==> src/hdl/dcwc_pkg.sv <==
// ----------------------------------------------------------------------------
// dcwc_pkg
// Shared types, constants and register codes for the defect candidate
// window classifier.
// ----------------------------------------------------------------------------
package dcwc_pkg;

  localparam int FEAT_W     = 16;
  localparam int WIN_W      = 32;
  localparam int THR_W      = 4;
  localparam int NUM_WIN    = 7;
  localparam int CNT_W      = 3;
  localparam int CFG_IDX_W  = 3;
  localparam int TALLY_W    = 16;

  // Ratio divider: dividend 20*outer+inner, divisor 2*inner
  localparam int DVD_W      = 21;
  localparam int DVS_W      = 17;
  localparam int REM_W      = DVS_W + 1;
  localparam int DIV_STEPS  = DVD_W;
  localparam int STEP_W     = 5;

  localparam logic [FEAT_W-1:0]  RATIO_SAT = '1;
  localparam logic [TALLY_W-1:0] TALLY_MAX = '1;

  // Configuration register indexes
  localparam logic [CFG_IDX_W-1:0] CFG_THRESHOLD = 3'd0;
  localparam logic [CFG_IDX_W-1:0] CFG_LENGTH    = 3'd1;
  localparam logic [CFG_IDX_W-1:0] CFG_WIDTH     = 3'd2;
  localparam logic [CFG_IDX_W-1:0] CFG_GRADIENT  = 3'd3;
  localparam logic [CFG_IDX_W-1:0] CFG_GREY_GAP  = 3'd4;
  localparam logic [CFG_IDX_W-1:0] CFG_RATIO     = 3'd5;
  localparam logic [CFG_IDX_W-1:0] CFG_DEVIATION = 3'd6;
  localparam logic [CFG_IDX_W-1:0] CFG_DEVELOPED = 3'd7;

  // Reset values of the configuration registers
  localparam logic [THR_W-1:0] THRESHOLD_RST = 4'd7;
  localparam logic [WIN_W-1:0] WIN_RST [NUM_WIN] = '{
    {16'd400,  16'd200},
    {16'd35,   16'd5},
    {16'd250,  16'd80},
    {16'd120,  16'd70},
    {16'd25,   16'd15},
    {16'd35,   16'd25},
    {16'd1000, 16'd500}
  };

  typedef struct packed {
    logic [FEAT_W-1:0] seam_length;
    logic [FEAT_W-1:0] seam_width;
    logic [FEAT_W-1:0] edge_gradient;
    logic [FEAT_W-1:0] grey_gap;
    logic [FEAT_W-1:0] grey_inner;
    logic [FEAT_W-1:0] grey_outer;
    logic [FEAT_W-1:0] deviation;
    logic [FEAT_W-1:0] developed_left;
    logic [FEAT_W-1:0] developed_right;
    logic              last_in_image;
  } dcwc_item_t;

  typedef enum logic [1:0] {
    ST_IDLE,
    ST_DIV,
    ST_EVAL
  } dcwc_state_t;

  typedef struct packed {
    logic load;
    logic commit;
  } dcwc_cmd_t;

  typedef struct packed {
    logic in_valid;
    logic div_done;
    logic out_free;
  } dcwc_sts_t;

endpackage

==> src/hdl/dcwc_in_if.sv <==
// ----------------------------------------------------------------------------
// dcwc_in_if
// Candidate input channel: valid/ready handshake with feature payload.
// ----------------------------------------------------------------------------
interface dcwc_in_if;
  logic                        valid;
  logic                        ready;
  logic [dcwc_pkg::FEAT_W-1:0] seam_length;
  logic [dcwc_pkg::FEAT_W-1:0] seam_width;
  logic [dcwc_pkg::FEAT_W-1:0] edge_gradient;
  logic [dcwc_pkg::FEAT_W-1:0] grey_gap;
  logic [dcwc_pkg::FEAT_W-1:0] grey_inner;
  logic [dcwc_pkg::FEAT_W-1:0] grey_outer;
  logic [dcwc_pkg::FEAT_W-1:0] deviation;
  logic [dcwc_pkg::FEAT_W-1:0] developed_left;
  logic [dcwc_pkg::FEAT_W-1:0] developed_right;
  logic                        last_in_image;

  modport source (
    output valid, seam_length, seam_width, edge_gradient, grey_gap, grey_inner,
           grey_outer, deviation, developed_left, developed_right, last_in_image,
    input  ready
  );

  modport sink (
    input  valid, seam_length, seam_width, edge_gradient, grey_gap, grey_inner,
           grey_outer, deviation, developed_left, developed_right, last_in_image,
    output ready
  );
endinterface

==> src/hdl/dcwc_out_if.sv <==
// ----------------------------------------------------------------------------
// dcwc_out_if
// Classification result channel: valid/ready handshake with result payload.
// ----------------------------------------------------------------------------
interface dcwc_out_if;
  logic                         valid;
  logic                         ready;
  logic [dcwc_pkg::CNT_W-1:0]   match_count;
  logic [dcwc_pkg::CNT_W-1:0]   first_failed;
  logic                         is_flagged;
  logic [dcwc_pkg::TALLY_W-1:0] flagged_total;
  logic                         image_done;

  modport source (
    output valid, match_count, first_failed, is_flagged, flagged_total, image_done,
    input  ready
  );

  modport sink (
    input  valid, match_count, first_failed, is_flagged, flagged_total, image_done,
    output ready
  );
endinterface

==> src/hdl/dcwc_divider.sv <==
// ----------------------------------------------------------------------------
// dcwc_divider
// Restoring radix-2 divider, one quotient bit per cycle, for the grey ratio.
// ----------------------------------------------------------------------------
module dcwc_divider (
  input  logic                         clk,
  input  logic                         rst_n,
  input  logic                         start,
  input  logic [dcwc_pkg::DVD_W-1:0]   dividend,
  input  logic [dcwc_pkg::DVS_W-1:0]   divisor,
  output logic                         done,
  output logic [dcwc_pkg::DVD_W-1:0]   quotient
);
  import dcwc_pkg::*;

  logic [REM_W-1:0]  rem_r,  rem_nxt;
  logic [DVD_W-1:0]  quo_r,  quo_nxt;
  logic [DVS_W-1:0]  dvs_r,  dvs_nxt;
  logic [STEP_W-1:0] step_r, step_nxt;
  logic              busy_r, busy_nxt;
  logic              done_r, done_nxt;
  logic [REM_W-1:0]  rem_sh;
  logic [REM_W:0]    diff;

  // Shift in next dividend bit and trial-subtract the divisor
  always_comb begin
    rem_sh = {rem_r[REM_W-2:0], quo_r[DVD_W-1]};
    diff   = {1'b0, rem_sh} - {2'b00, dvs_r};
  end

  always_comb begin
    rem_nxt  = rem_r;
    quo_nxt  = quo_r;
    dvs_nxt  = dvs_r;
    step_nxt = step_r;
    busy_nxt = busy_r;
    done_nxt = 1'b0;
    if (start) begin
      rem_nxt  = '0;
      quo_nxt  = dividend;
      dvs_nxt  = divisor;
      step_nxt = STEP_W'(DIV_STEPS);
      busy_nxt = 1'b1;
    end else if (busy_r) begin
      if (diff[REM_W]) begin
        rem_nxt = rem_sh;
        quo_nxt = {quo_r[DVD_W-2:0], 1'b0};
      end else begin
        rem_nxt = diff[REM_W-1:0];
        quo_nxt = {quo_r[DVD_W-2:0], 1'b1};
      end
      step_nxt = step_r - 1'b1;
      if (step_r == STEP_W'(1)) begin
        busy_nxt = 1'b0;
        done_nxt = 1'b1;
      end
    end
  end

  // Hold datapath registers, reset only the control bits
  always_ff @(posedge clk) begin
    rem_r <= rem_nxt;
    quo_r <= quo_nxt;
    dvs_r <= dvs_nxt;
    if (!rst_n) begin
      step_r <= '0;
      busy_r <= 1'b0;
      done_r <= 1'b0;
    end else begin
      step_r <= step_nxt;
      busy_r <= busy_nxt;
      done_r <= done_nxt;
    end
  end

  assign done     = done_r;
  assign quotient = quo_r;
endmodule

==> src/hdl/dcwc_datapath.sv <==
// ----------------------------------------------------------------------------
// dcwc_datapath
// Configuration registers, candidate register, ratio divider, window checks,
// flag tally and output register.
// ----------------------------------------------------------------------------
module dcwc_datapath (
  input  logic                             clk,
  input  logic                             rst_n,
  input  dcwc_pkg::dcwc_cmd_t              cmd,
  output dcwc_pkg::dcwc_sts_t              sts,
  input  logic                             in_valid,
  input  dcwc_pkg::dcwc_item_t             in_item,
  input  logic                             cfg_we,
  input  logic [dcwc_pkg::CFG_IDX_W-1:0]   cfg_index,
  input  logic [dcwc_pkg::WIN_W-1:0]       cfg_wdata,
  dcwc_out_if.source                       out_ch
);
  import dcwc_pkg::*;

  logic [THR_W-1:0]   thr_r;
  logic [WIN_W-1:0]   win_r [NUM_WIN];
  dcwc_item_t         item_r;
  logic [TALLY_W-1:0] tally_r, tally_nxt;
  logic               oval_r, oval_nxt;

  logic [CNT_W-1:0]   cnt_r;
  logic [CNT_W-1:0]   first_r;
  logic               flag_r;
  logic [TALLY_W-1:0] total_r;
  logic               done_r;

  logic [DVD_W-1:0]   dvd;
  logic [DVS_W-1:0]   dvs;
  logic               div_done;
  logic [DVD_W-1:0]   quo;

  logic [FEAT_W-1:0]  ratio;
  logic [FEAT_W:0]    dev_sum;
  logic [FEAT_W-1:0]  feat [NUM_WIN];
  logic [NUM_WIN-1:0] hit;
  logic [CNT_W-1:0]   match_cnt;
  logic [CNT_W-1:0]   first_fail;
  logic               flagged;
  logic [TALLY_W-1:0] tally_inc;

  // Ratio divider operands: 20*outer + inner over 2*inner
  assign dvd = {1'b0, in_item.grey_outer, 4'b0000}
             + {3'b000, in_item.grey_outer, 2'b00}
             + {5'b00000, in_item.grey_inner};
  assign dvs = {in_item.grey_inner, 1'b0};

  dcwc_divider u_div (
    .clk      (clk),
    .rst_n    (rst_n),
    .start    (cmd.load),
    .dividend (dvd),
    .divisor  (dvs),
    .done     (div_done),
    .quotient (quo)
  );

  // Write configuration registers
  always_ff @(posedge clk) begin
    if (!rst_n) begin
      thr_r <= THRESHOLD_RST;
      for (int i = 0; i < NUM_WIN; i++) begin
        win_r[i] <= WIN_RST[i];
      end
    end else if (cfg_we) begin
      case (cfg_index)
        CFG_THRESHOLD: thr_r <= cfg_wdata[THR_W-1:0];
        default:       win_r[CFG_IDX_W'(cfg_index - 1'b1)] <= cfg_wdata;
      endcase
    end
  end

  // Capture the candidate on accept
  always_ff @(posedge clk) begin
    if (cmd.load) begin
      item_r <= in_item;
    end
  end

  // Build features: saturated ratio and mean developed length
  always_comb begin
    if (item_r.grey_inner == '0) begin
      ratio = '0;
    end else if (|quo[DVD_W-1:FEAT_W]) begin
      ratio = RATIO_SAT;
    end else begin
      ratio = quo[FEAT_W-1:0];
    end
    dev_sum = {1'b0, item_r.developed_left} + {1'b0, item_r.developed_right};
    feat[0] = item_r.seam_length;
    feat[1] = item_r.seam_width;
    feat[2] = item_r.edge_gradient;
    feat[3] = item_r.grey_gap;
    feat[4] = ratio;
    feat[5] = item_r.deviation;
    feat[6] = dev_sum[FEAT_W:1];
  end

  // Check windows, count hits and find the first miss
  always_comb begin
    match_cnt  = '0;
    first_fail = '0;
    for (int i = 0; i < NUM_WIN; i++) begin
      hit[i] = (feat[i] >= win_r[i][FEAT_W-1:0])
            && (feat[i] <= win_r[i][WIN_W-1:FEAT_W]);
      match_cnt = match_cnt + CNT_W'(hit[i]);
    end
    for (int i = NUM_WIN - 1; i >= 0; i--) begin
      if (!hit[i]) begin
        first_fail = CNT_W'(i + 1);
      end
    end
    flagged   = ({1'b0, match_cnt} >= thr_r);
    tally_inc = (flagged && tally_r != TALLY_MAX) ? tally_r + 1'b1 : tally_r;
  end

  // Advance tally and output valid
  always_comb begin
    tally_nxt = tally_r;
    oval_nxt  = oval_r;
    if (cmd.commit) begin
      tally_nxt = item_r.last_in_image ? '0 : tally_inc;
      oval_nxt  = 1'b1;
    end else if (out_ch.ready) begin
      oval_nxt  = 1'b0;
    end
  end

  always_ff @(posedge clk) begin
    if (!rst_n) begin
      tally_r <= '0;
      oval_r  <= 1'b0;
    end else begin
      tally_r <= tally_nxt;
      oval_r  <= oval_nxt;
    end
  end

  // Load the result beat
  always_ff @(posedge clk) begin
    if (cmd.commit) begin
      cnt_r   <= match_cnt;
      first_r <= first_fail;
      flag_r  <= flagged;
      total_r <= tally_inc;
      done_r  <= item_r.last_in_image;
    end
  end

  assign out_ch.valid         = oval_r;
  assign out_ch.match_count   = cnt_r;
  assign out_ch.first_failed  = first_r;
  assign out_ch.is_flagged    = flag_r;
  assign out_ch.flagged_total = total_r;
  assign out_ch.image_done    = done_r;

  assign sts.in_valid = in_valid;
  assign sts.div_done = div_done;
  assign sts.out_free = !oval_r || out_ch.ready;
endmodule

==> src/hdl/dcwc_ctrl.sv <==
// ----------------------------------------------------------------------------
// dcwc_ctrl
// Sequencer: accept a candidate, wait for the ratio division, commit the
// result beat into the output register.
// ----------------------------------------------------------------------------
module dcwc_ctrl (
  input  logic                clk,
  input  logic                rst_n,
  input  dcwc_pkg::dcwc_sts_t sts,
  output dcwc_pkg::dcwc_cmd_t cmd,
  output logic                in_ready
);
  import dcwc_pkg::*;

  dcwc_state_t state_r, state_nxt;

  // Next state
  always_comb begin
    state_nxt = state_r;
    case (state_r)
      ST_IDLE: if (sts.in_valid) state_nxt = ST_DIV;
      ST_DIV:  if (sts.div_done) state_nxt = ST_EVAL;
      ST_EVAL: if (sts.out_free) state_nxt = ST_IDLE;
      default: state_nxt = ST_IDLE;
    endcase
  end

  // Outputs
  always_comb begin
    in_ready   = 1'b0;
    cmd.load   = 1'b0;
    cmd.commit = 1'b0;
    case (state_r)
      ST_IDLE: begin
        in_ready = 1'b1;
        cmd.load = sts.in_valid;
      end
      ST_EVAL: begin
        cmd.commit = sts.out_free;
      end
      default: begin
        in_ready = 1'b0;
      end
    endcase
  end

  always_ff @(posedge clk) begin
    if (!rst_n) begin
      state_r <= ST_IDLE;
    end else begin
      state_r <= state_nxt;
    end
  end
endmodule

==> src/hdl/defect_candidate_window_classifier_unit.sv <==
// ----------------------------------------------------------------------------
// defect_candidate_window_classifier_unit
// Classifies weld-seam defect candidates against seven feature windows and
// keeps a per-image count of flagged candidates.
// ----------------------------------------------------------------------------
// Result path: an accepted beat starts the 21-step radix-2 ratio divider; when it
//   is done the controller commits the result beat into the output register,
//   waiting while the previous result is not taken. A new candidate is accepted
//   only after that commit, once the controller is back in idle.
// A finished result waits in the output register while the next beat is taken.
// Reset: synchronous, active low; restores default windows and threshold 7,
//   clears the flag tally and the output valid.
// ----------------------------------------------------------------------------
module defect_candidate_window_classifier_unit (
  input  logic                            clk,
  input  logic                            rst_n,
  dcwc_in_if.sink                         in_ch,
  dcwc_out_if.source                      out_ch,
  input  logic                            cfg_we,
  input  logic [dcwc_pkg::CFG_IDX_W-1:0]  cfg_index,
  input  logic [dcwc_pkg::WIN_W-1:0]      cfg_wdata
);
  import dcwc_pkg::*;

  dcwc_cmd_t  cmd;
  dcwc_sts_t  sts;
  dcwc_item_t in_item;
  logic       in_ready;

  // Pack the input beat
  assign in_item.seam_length     = in_ch.seam_length;
  assign in_item.seam_width      = in_ch.seam_width;
  assign in_item.edge_gradient   = in_ch.edge_gradient;
  assign in_item.grey_gap        = in_ch.grey_gap;
  assign in_item.grey_inner      = in_ch.grey_inner;
  assign in_item.grey_outer      = in_ch.grey_outer;
  assign in_item.deviation       = in_ch.deviation;
  assign in_item.developed_left  = in_ch.developed_left;
  assign in_item.developed_right = in_ch.developed_right;
  assign in_item.last_in_image   = in_ch.last_in_image;
  assign in_ch.ready             = in_ready;

  dcwc_ctrl u_ctrl (
    .clk      (clk),
    .rst_n    (rst_n),
    .sts      (sts),
    .cmd      (cmd),
    .in_ready (in_ready)
  );

  dcwc_datapath u_dp (
    .clk       (clk),
    .rst_n     (rst_n),
    .cmd       (cmd),
    .sts       (sts),
    .in_valid  (in_ch.valid),
    .in_item   (in_item),
    .cfg_we    (cfg_we),
    .cfg_index (cfg_index),
    .cfg_wdata (cfg_wdata),
    .out_ch    (out_ch)
  );
endmodule
==> src/flat_wrapper.sv <==
// flat-port wrapper written by rule: the top's interface ports become plain ports
module defect_candidate_window_classifier_unit_flat import dcwc_pkg::*;
  (clk, rst_n, cfg_we, cfg_index, cfg_wdata, in_ch_valid, in_ch_seam_length, in_ch_seam_width, in_ch_edge_gradient, in_ch_grey_gap, in_ch_grey_inner, in_ch_grey_outer, in_ch_deviation, in_ch_developed_left, in_ch_developed_right, in_ch_last_in_image, in_ch_ready, out_ch_valid, out_ch_match_count, out_ch_first_failed, out_ch_is_flagged, out_ch_flagged_total, out_ch_image_done, out_ch_ready);
  dcwc_in_if in_ch_i ();
  dcwc_out_if out_ch_i ();
  input  logic clk;
  input  logic rst_n;
  input  logic cfg_we;
  input  logic [dcwc_pkg::CFG_IDX_W-1:0] cfg_index;
  input  logic [dcwc_pkg::WIN_W-1:0] cfg_wdata;
  input wire logic [$bits(in_ch_i.valid)-1:0] in_ch_valid;
  input wire logic [$bits(in_ch_i.seam_length)-1:0] in_ch_seam_length;
  input wire logic [$bits(in_ch_i.seam_width)-1:0] in_ch_seam_width;
  input wire logic [$bits(in_ch_i.edge_gradient)-1:0] in_ch_edge_gradient;
  input wire logic [$bits(in_ch_i.grey_gap)-1:0] in_ch_grey_gap;
  input wire logic [$bits(in_ch_i.grey_inner)-1:0] in_ch_grey_inner;
  input wire logic [$bits(in_ch_i.grey_outer)-1:0] in_ch_grey_outer;
  input wire logic [$bits(in_ch_i.deviation)-1:0] in_ch_deviation;
  input wire logic [$bits(in_ch_i.developed_left)-1:0] in_ch_developed_left;
  input wire logic [$bits(in_ch_i.developed_right)-1:0] in_ch_developed_right;
  input wire logic [$bits(in_ch_i.last_in_image)-1:0] in_ch_last_in_image;
  output wire logic [$bits(in_ch_i.ready)-1:0] in_ch_ready;
  output wire logic [$bits(out_ch_i.valid)-1:0] out_ch_valid;
  output wire logic [$bits(out_ch_i.match_count)-1:0] out_ch_match_count;
  output wire logic [$bits(out_ch_i.first_failed)-1:0] out_ch_first_failed;
  output wire logic [$bits(out_ch_i.is_flagged)-1:0] out_ch_is_flagged;
  output wire logic [$bits(out_ch_i.flagged_total)-1:0] out_ch_flagged_total;
  output wire logic [$bits(out_ch_i.image_done)-1:0] out_ch_image_done;
  input wire logic [$bits(out_ch_i.ready)-1:0] out_ch_ready;
  assign in_ch_i.valid = in_ch_valid;
  assign in_ch_i.seam_length = in_ch_seam_length;
  assign in_ch_i.seam_width = in_ch_seam_width;
  assign in_ch_i.edge_gradient = in_ch_edge_gradient;
  assign in_ch_i.grey_gap = in_ch_grey_gap;
  assign in_ch_i.grey_inner = in_ch_grey_inner;
  assign in_ch_i.grey_outer = in_ch_grey_outer;
  assign in_ch_i.deviation = in_ch_deviation;
  assign in_ch_i.developed_left = in_ch_developed_left;
  assign in_ch_i.developed_right = in_ch_developed_right;
  assign in_ch_i.last_in_image = in_ch_last_in_image;
  assign in_ch_ready = in_ch_i.ready;
  assign out_ch_valid = out_ch_i.valid;
  assign out_ch_match_count = out_ch_i.match_count;
  assign out_ch_first_failed = out_ch_i.first_failed;
  assign out_ch_is_flagged = out_ch_i.is_flagged;
  assign out_ch_flagged_total = out_ch_i.flagged_total;
  assign out_ch_image_done = out_ch_i.image_done;
  assign out_ch_i.ready = out_ch_ready;
  defect_candidate_window_classifier_unit u_core (.clk(clk), .rst_n(rst_n), .in_ch(in_ch_i), .out_ch(out_ch_i), .cfg_we(cfg_we), .cfg_index(cfg_index), .cfg_wdata(cfg_wdata));
endmodule
==> config.mk <==
export PLATFORM = sky130hd
export DESIGN_NAME = defect_candidate_window_classifier_unit_flat
export DESIGN_NICKNAME = d
export VERILOG_FILES = /design/src/hdl/dcwc_pkg.sv /design/src/hdl/dcwc_in_if.sv /design/src/hdl/dcwc_out_if.sv /design/src/hdl/dcwc_divider.sv /design/src/hdl/dcwc_datapath.sv /design/src/hdl/dcwc_ctrl.sv /design/src/hdl/defect_candidate_window_classifier_unit.sv /design/src/flat_wrapper.sv
export SDC_FILE = /design/constraint.sdc
export NUM_CORES = 1
export LEC_CHECK = 0
export ABC_AREA = 1
export BUFFER_PORTS_ARGS = -buffer_cell sky130_fd_sc_hd__clkbuf_2
export CAP_MARGIN = 20
export CORE_MARGIN = 8
export CORE_UTILIZATION = 64
export CTS_CLUSTER_SIZE = 25
export DETAILED_ROUTE_END_ITERATION = 10
export PLACE_DENSITY = 0.95
export SLEW_MARGIN = 10
export SYNTH_ARGS = -nofsm -noshare
export SYNTH_HDL_FRONTEND = slang
export SYNTH_SLANG_ARGS = --single-unit
==> constraint.sdc <==
create_clock -name clk -period 18.4 [get_ports clk]
set_input_delay 5.52 -clock clk [delete_from_list [all_inputs] [get_ports clk]]
set_output_delay 5.52 -clock clk [all_outputs]
set_load 0.1 [all_outputs]
# Word level (Yosys, flattened, before mapping)
# Memories as Yosys holds them, arrays and structs flattened.
# Cells that the tools add are included.
# W data, S select, Z words.
[totals] out_inout_bits=26 n_memories=1 wordCells=122 mem_bits_rw=224 inputBits=185 register_bits=221
[mem_list] memory="u_core.u_dp.win_r" words=7 width=32 read_ports=7 rd_clocked_by_memory_dff=0 write_ports=7 line_no="dcwc_datapath.sv:21" source="logic [WIN_W-1:0] win_r [NUM_WIN];"
[classes] n_addsub=13 eq_ne=7 bitwise=2 n_reduce_logical=22 magnitude_cmp=15 muxes=37
[op_table] operator="$ge A16 B16 Y1" n=7
[op_table] operator="$le A16 B16 Y1" n=7
[op_table] operator="$mux W16" n=4
[op_table] operator="$mux W21" n=2
[op_table] operator="$mux W32" n=1
[op_table] operator="$reduce_or A32 Y1" n=1
[op_table] operator="$add A20 B18 Y21" n=1
[op_table] operator="$add A21 B16 Y21" n=1
[op_table] operator="$sub A18 B17 Y19" n=1
[op_table] operator="$add A16 B16 Y17" n=1
[op_table] operator="$mux W17" n=1
[op_table] operator="$add A16 B1 Y16 const B" n=1
[op_table] operator="$logic_not A16 Y1" n=1
[op_table] operator="$mux W1" n=16
[op_table] operator="$ne A16 B16 Y1 const B" n=1
[op_table] operator="$mux W3" n=5
[op_table] operator="$add A3 B1 Y3" n=4
[op_table] operator="$mux W2" n=5
[op_table] operator="$mux W5" n=2
[op_table] operator="$logic_and A1 B1 Y1" n=8
[op_table] operator="$ne A2 B2 Y1 const B" n=3
[op_table] operator="$pmux W2 S3" n=1
[op_table] operator="$reduce_and A3 Y1" n=2
[op_table] operator="$eq A5 B1 Y1 const B" n=1
[op_table] operator="17 further kinds" n=19

# Depth between registers and ports, before layout
# Gate-level depths: netlist of run 1.
# An unclocked memory read counts as a cell.
[logic_depth] ltp_word=13 mapped_depth=34 depth_no_buf=34

# Modules after synthesis
# Synthesis of run 1 repeated with hierarchy kept, for this count alone.
[unflattened] hier_cells=2641 area_unflattened_um2=25537.0
[by_module_without_submodules] module="dcwc_datapath" cells_per_inst=2126 area_per_inst_um2=21678.3 n_inst=1 seq_area_each_um2=11421.0
[by_module_without_submodules] module="dcwc_divider" cells_per_inst=496 area_per_inst_um2=3748.6 n_inst=1 seq_area_each_um2=1621.6
[by_module_without_submodules] module="dcwc_ctrl" cells_per_inst=19 area_per_inst_um2=110.1 n_inst=1 seq_area_each_um2=40.0

# Least setup slack after synthesis of run 1
# Ideal clock, no wire load.
[synth_timing] path_type="in2reg" startpoint="input in_ch_valid" endpoint="register u_core.u_dp.u_div.quo_r[5] (netlist: u_core.u_dp.u_div.quotient[5]) (data pin)" setup_ns=0.447 cell_stages=4 path_buffers=1 path_slack_ns=8.219 t_required_ns=17.953 arrival_time_ns=9.734 path_cell_list="nand2_1 clkinv_1 clkbuf_1 o21ai_0"
[synth_via] elab_chain_len=2
[synth_lines] element="start: declaration" line_no="flat_wrapper.sv:11" source="input wire logic [$bits(in_ch_i.valid)-1:0] in_ch_valid;"
[synth_lines] element="$mux W1" line_no="dcwc_ctrl.sv:33" source="case (state_r)"
[synth_lines] element="net u_core.u_dp.u_div.start" line_no="dcwc_divider.sv:8" source="input logic start,"
[synth_lines] element="$mux W21" line_no="dcwc_divider.sv:38" source="if (start) begin"
[synth_lines] element="net u_core.u_dp.u_div.quo_nxt[5]" line_no="dcwc_divider.sv:17" source="logic [DVD_W-1:0] quo_r, quo_nxt;"
[synth_lines] element="end signal: assignment" line_no="dcwc_divider.sv:63" source="quo_r <= quo_nxt;"
[synth_lines] element="end: declaration" line_no="dcwc_divider.sv:17"
# The timed path passes the listed nets, and every way through them passes these cells.
# A chain may end at the register's enable or synchronous reset.

==> results of run 1 <==
-- power by group --
part           switching [µW]  internal [µW]  total [µW]
Clock                     398            530         928
Sequential               36.0           1170        1210
Combinational             304            172         476
-- kinds of logic after synthesis --
logic type | Yosys count
buffers and inverters | 483
adders and majority gates | 303
DFF | 445
xor gates and xnor gates | 45
and+or+nand+nor | 896
AOI/OAI and AO/OA | 388
-- cells in the final DEF (no fill, tap or decap), types with 9 or more instances in the layout --
master	netlist	layout
o21ai_1	9	9
fa_1	19	19
a21o_1	13	13
inv_1	430	430
xor2_1	16	16
nand2_1	428	424
dfxtp_1	79	79
xnor2_1	26	26
clkbuf_16	0	50
nor2_1	313	312
nor3_1	26	25
a21oi_1	196	196
ha_1	284	284
edfxtp_1	366	366
clkbuf_2	0	210
clkbuf_1	19	21
nand4_1	19	19
inv_2	10	10
nand2_2	5	9
o211ai_1	17	17
o21bai_1	11	11
nand3_1	78	78
o21ai_0	106	106
-- layout make-up --
| type | count | share of cell area, % |
|---|---|---|
| clock buffers | 71 | 4.80 |
| repair buffers | 220 | 4.12 |
| multi-input cells | 1632 | 36.8 |
| flip-flops and latches | 445 | 45.4 |
| well taps | 518 | 2.34 |
| clock inverters | 17 | 0.551 |
| inverters | 443 | 6.03 |
-- worst max path at each step --
stage,end,slack [ns],depth (start not counted)
after global placement,u_core.u_dp.win_r[4][14],9.37,9
after CTS,u_core.u_dp.win_r[4][30],9.78,9
after floorplan,u_core.u_dp.u_div.quotient[5],8.22,4
final,u_core.u_dp.win_r[3][12],10.06,11
after detailed placement,u_core.u_dp.win_r[4][14],9.20,9
after global routing,u_core.u_dp.win_r[4][14],9.79,9
-- flip-flops by register name, summed over array words and instances, names as in the netlist --
name,cells
u_core.u_dp.thr_r,4
u_core.u_dp.win_r,224
u_core.u_dp.u_div.dvs_r,16
u_core.u_dp.out_ch.flagged_total,16
u_core.u_dp.u_div.busy_r,1
u_core.u_dp.out_ch.valid,1
u_core.u_dp.u_div.rem_r,17
u_core.u_dp.item_r,33
u_core.u_dp.u_div.quotient,21
u_core.u_ctrl.state_r,2
u_core.u_dp.tally_r,16
u_core.u_dp.feat,80
u_core.u_dp.out_ch.is_flagged,1
u_core.u_dp.out_ch.image_done,1
u_core.u_dp.u_div.step_r,5
u_core.u_dp.out_ch.match_count,3
u_core.u_dp.out_ch.first_failed,3
u_core.u_dp.u_div.done,1
-- through the flow --
| stage | instance area (µm²) | util (%) | total power (µW) | setup WS, ns |
|---|---|---|---|---|
| after floorplan | 24600 | - | 1540 | 8.22 |
| after global placement | 26200 | 68.4 | 1650 | 9.37 |
| after detailed placement | 26200 | 68.4 | 1690 | 9.20 |
| after CTS | 27700 | 72.2 | 2610 | 9.78 |
| after global routing | 27700 | 72.4 | 2720 | 9.79 |
| final | 27700 | 72.4 | 2610 | 10.06 |
-- per-layer routing --
metal	vias to the layer above	wire length, µm	GRT usage (%)
met5	-	0	0
met4	0	3290	14.8
met2	1066	30100	47.0
met1	8973	23900	34.0
li1	9009	-	-
met3	262	6150	6.06
-- tightest hold or removal path: stages, from the launching register on --
cell and delay, ns:
dfxtp_1 0.30, inv_1 0.07, a21oi_1 0.06
==> impl_metrics.json, run 1 <==
{
  "vias": 19300,
  "routed_wl_um": 63500,
  "ir_drop_mv": 0.0795,
  "grt_pass1_vias": 19700,
  "netlist_area_mm2": 0.0246,
  "cp.arrival_ns": 8.64,
  "cts_resized": 0,
  "ant_nets": 0,
  "violations": "DRC",
  "finalSetupViolations": 0,
  "syn-num-nets": 3048,
  "ys_ff_latch": 445,
  "relSlewSlack_pct": 28.0,
  "path_delay_family": "simple AND/OR/NAND/NOR gates",
  "cts_sinks": 445,
  "synth_largest_area_cell": "edfxtp_1",
  "required_ns": 18.70,
  "pin_count": 211,
  "die_y_um": 212,
  "insertion_delay_ns": 0.58,
  "htreeDepth": 2,
  "netlist_top_cells_count": "inv_1, nand2_1, edfxtp_1",
  "yosys_warnings": 0,
  "core_mm2": 0.0383,
  "hold_violations": 0,
  "max_freq_mhz": 120,
  "dr.pass1.iters": 9,
  "skew_ns": 0.0225,
  "grt-ovfl-total": 0,
  "track_usage_pct": 28.1,
  "slowest_stage": "nand2_1",
  "cp_max_fo": 37,
  "initial_utilization_pct": 64.2,
  "crit_path_end_kind": "flip-flop",
  "rsz0062_at_grt": "false",
  "rows": 72,
  "yosys.area_share.simple_pct": 15.0,
  "rr_endpoint": "u_core.u_dp.tally_r[2]",
  "min_from": "u_core.u_dp.win_r[6][30]",
  "critPathBufInv": 5,
  "fin_cells": 3346,
  "synth-adder-area-share_pct": 16.0,
  "portBuffers": 210,
  "slew_viol_final": 0,
  "hold_buffers": 0,
  "power_density_mw_per_mm2": 94.3,
  "multi_input_area_mm2": 0.0102,
  "period_share_pct": 45.3,
  "diodes": 0,
  "routed_via_density": 5.77,
  "min_to": "u_core.u_dp.win_r[6][30]",
  "dp_hpwl_um": 46900,
  "cts_root_buffer": "clkbuf_16",
  "layout.nets": 3278,
  "ys_async_sr_fraction_pct": 0,
  "cap_violations": 0,
  "r2r_cells": 30,
  "area.growth.synth_to_final_pct": 12.6,
  "worstSetupStartpoint": "cfg_index[0]",
  "worst_pin_slew_ns": 1.08,
  "numCtsBuffers": 48,
  "syn_inst": 2560,
  "yosysSeqAreaShare_pct": 51.1,
  "timing_worst_setup_path_type": "in -> reg",
  "leakage_uw": 0.0127,
  "crit_chain": "clkbuf_2 -> inv_2 -> ha_1 -> nand2_1 -> nand3_2 -> nor3_1 -> inv_1 -> nor2_4 -> inv_2 -> nand2_1 -> buf_8",
  "place.gp.congestion": 0.955,
  "dp_cells": 3255,
  "hold_depth": 2,
  "regArea_mm2": 0.0126,
  "synth_ff_type": "edfxtp_1",
  "cts_tree": "built",
  "synth_most_common_cell": "inv_1",
  "synth_edf_count": 366,
  "drt_iter0_markers": 1868,
  "wl_per_cell_um": 19.0,
  "hold_path_class": "reg -> reg",
  "rr_startpoint": "u_core.u_dp.item_r[3]",
  "worst_setup_path_start_kind": "input pin",
  "fillCellCount": 2526,
  "clk_pin_slew_worst_paths_ns": 0.06,
  "cts_buffer_depth": 3,
  "dieWidth_um": 212,
  "synth_top_area_share_pct": 44.7,
  "r2r_setup_slack_ns": 11.93,
  "grt_start_max_net_pins": 92,
  "antenna_found_initial": 0,
  "synth_top_family_by_area": "adder cells",
  "drc": 1,
  "outcome": "finished with violations",
  "synth_compound_area_share_pct": 8.69,
  "syn_area_per_cell_um2": 9.61,
  "tns_ns": 0,
  "slowest_delay_ns": 0.63,
  "die_area_mm2": 0.0450,
  "fin_crit_ns": 8.34,
  "synth_top_cells_by_area": "edfxtp_1, ha_1, inv_1, nand2_1, dfxtp_1",
  "holdWs_ns": 0.465,
  "synthXorXnorAreaFrac_pct": 1.69,
  "grt_pass1_wl_um": 99100,
  "drive_gt1_share_pct": 11.8,
  "synth_cell_types": 53,
  "synth.area.mux_share_pct": 0,
  "postCtsSetupBuffers": 0
}
Note: power is estimated with default switching activity, not from simulation.
==> run 2, diff against run 1 <==
Settings changed: ABC_AREA 1 to 0, CORE_UTILIZATION 64 to 61, PLACE_DENSITY 0.95 to 0.92.
Clock period 18.4 ns to 8.5 ns, I/O delays scaled along.
==> run 2 against run 1 <==
The flow now finishes without violations. Final cell count down 11%. Utilization down 2.0 points. Count of clock-buffer cells in the layout down 12. Synthesized cell count down 14%. First-iteration DRC count down 10%. Synthesized area down 2.2%. Combinational power up 100%. Flip-flop and latch count unchanged. Non-clock buffer count up 6. Worst setup slack worse by 9.1 ns. Clock power up 120%. Critical path type is now reg -> reg. Critical endpoint is now u_core.u_dp.tally_r[7]. Largest cell class unchanged. Highest routed layer is now met5.
==> impl_metrics.json, run 2 <==
{
  "outcome": "complete, no violations",
  "syn_area_per_cell_um2": 11.0,
  "p_total_uw": 5630,
  "grt_pass1_vias": 18100,
  "die_area_mm2": 0.0460,
  "worst_setup_path_start_kind": "flip-flop",
  "timing_worst_setup_path_type": "reg -> reg",
  "tns_ns": 0,
  "holdWs_ns": 0.469,
  "syn-num-nets": 2680,
  "ys_async_sr_fraction_pct": 0,
  "die_y_um": 215,
  "leakage_uw": 0.0119,
  "cts_tree": "built",
  "place.gp.congestion": 0.928,
  "cts_sinks": 445,
  "netlist_area_mm2": 0.0240,
  "clk_pin_slew_worst_paths_ns": 0.06,
  "synth_largest_area_cell": "edfxtp_1",
  "area.growth.synth_to_final_pct": 13.3,
  "path_delay_family": "compound AO/OA/AOI/OAI gates",
  "period_share_pct": 89.1,
  "fin_area_mm2": 0.0272,
  "dp_hpwl_um": 44900,
  "drt_iter0_markers": 1676,
  "postCtsSetupBuffers": 0,
  "critPathBufInv": 4,
  "yosys_warnings": 0,
  "fillCellCount": 2610,
  "pin_count": 211,
  "ir_drop_mv": 0.153,
  "cp.arrival_ns": 8.07,
  "drc": 0,
  "layout.nets": 2905,
  "utilization_pct": 70.3,
  "synth_ff_type": "edfxtp_1",
  "cts_root_buffer": "clkbuf_16",
  "core_mm2": 0.0387,
  "cts_resized": 0,
  "crit_path_end_kind": "flip-flop",
  "skew_ns": 0.0233,
  "cp_max_fo": 8,
  "power_density_mw_per_mm2": 207,
  "rows": 72,
  "rsz0062_at_grt": "false",
  "dr.pass1.iters": 6,
  "finalSetupViolations": 0,
  "synth_edf_count": 366,
  "slowest_delay_ns": 0.52,
  "fin_crit_ns": 7.57,
  "track_usage_pct": 26.5,
  "syn_inst": 2192,
  "ys_ff_latch": 445,
  "layout.cells.most_common": "edfxtp_1",
  "largest_registers": "u_core.u_dp.win_r: 224 flops, u_core.u_dp.feat: 80 flops, u_core.u_dp.item_r: 33 flops",
  "grt_pass1_wl_um": 96800,
  "netlist_top_cells_count": "edfxtp_1, inv_1, ha_1",
  "routed_wl_um": 62300,
  "synth_most_common_cell": "edfxtp_1",
  "relSlewSlack_pct": 32.4,
  "max_freq_mhz": 132,
  "routed_via_density": 5.96,
  "grt-ovfl-total": 0,
  "cap_violations": 0,
  "largest_reg_flops": 224,
  "wl_per_cell_um": 21.0,
  "numCtsBuffers": 47,
  "hold_path_class": "reg -> reg",
  "antenna_found_initial": 3,
  "htreeDepth": 2,
  "grt_start_max_net_pins": 80,
  "slowest_stage": "fa_1",
  "yosysSeqAreaShare_pct": 52.3,
  "initial_utilization_pct": 62.1,
  "ant_nets": 0,
  "largest_register": "u_core.u_dp.win_r",
  "hold_buffers": 0,
  "placed_area_mm2": 0.0257,
  "synth_cell_types": 65,
  "required_ns": 9.00,
  "vias": 17700,
  "synth_top_cells_by_area": "edfxtp_1, ha_1, dfxtp_1, inv_1, nand2_1",
  "cpMostUsedCell": "inv_1",
  "drive_gt1_share_pct": 12.9,
  "cts_buffer_depth": 3,
  "worst_pin_slew_ns": 1.01,
  "slew_viol_final": 0,
  "mostFrequentLayoutCells": "edfxtp_1, inv_1, ha_1",
  "insertion_delay_ns": 0.59,
  "hold_violations": 0,
  "synth_top_area_share_pct": 45.7,
  "portBuffers": 210,
  "dieWidth_um": 215
}
## run 2: power breakdown
part / switching (µW) / total (µW) / internal, µW
sequential: 74.7 / 2590 / 2520
clock: 857 / 2080 / 1220
combinational: 565 / 957 / 392
## run 2: worst min-delay path: stages (launching register included)
cell,delay [ns]
dfxtp_1,0.31
nand2_1,0.05
a21boi_0,0.07
## run 2: logic make-up after synthesis
group           Yosys count  synth area share, %
flops                   445                 52.3
fa+ha+maj               303                 16.4
mux                      15                0.630
buf+inv                 345                 5.46
compound gates          426                 11.4
simple gates            604                 11.9
xor+xnor                 54                 1.97
## run 2: per-layer routing
layer / track usage [%] / routed length (µm) / share of wire [%] / vias up
li1: - / - / - / 8204
met1: 32.2 / 24000 / 38 / 8378
met2: 43.4 / 28900 / 46 / 871
met3: 6.11 / 5840 / 9.4 / 232
met4: 14.3 / 3550 / 5.7 / 4
met5: 0 / 18 / 0.029 / -
## run 2: worst paths after layout
path	start	end	slack, ns	cells after the start
max	u_core.u_dp.item_r[3]	u_core.u_dp.tally_r[7]	0.93	32
min	u_core.u_dp.win_r[6][14]	u_core.u_dp.win_r[6][14]	0.47	2
min reg2reg	u_core.u_dp.win_r[6][14]	u_core.u_dp.win_r[6][14]	0.47	2
max reg2reg	u_core.u_dp.item_r[3]	u_core.u_dp.tally_r[7]	0.93	32
## run 2: area by class of cell
type                            count  area (µm²)  share of cell area (%)
Multi-Input combinational cell   1402       10200                    37.4
Sequential cell                   445       12600                    46.1
Tap cell                          518         648                    2.38
Clock buffer                       59        1280                    4.71
Clock inverter                     24         258                   0.946
Antenna cell                        1        2.50                 0.00919
Timing Repair Buffer              226        1190                    4.37
Inverter                          295        1110                    4.08
## run 2: stage by stage
step,setup slack (ns),std cells
final,0.926,2970
after global routing,0.521,2969
after CTS,1.04,2969
after detailed placement,1.11,2886
after global placement,1.40,2885
after floorplan,1.39,2192
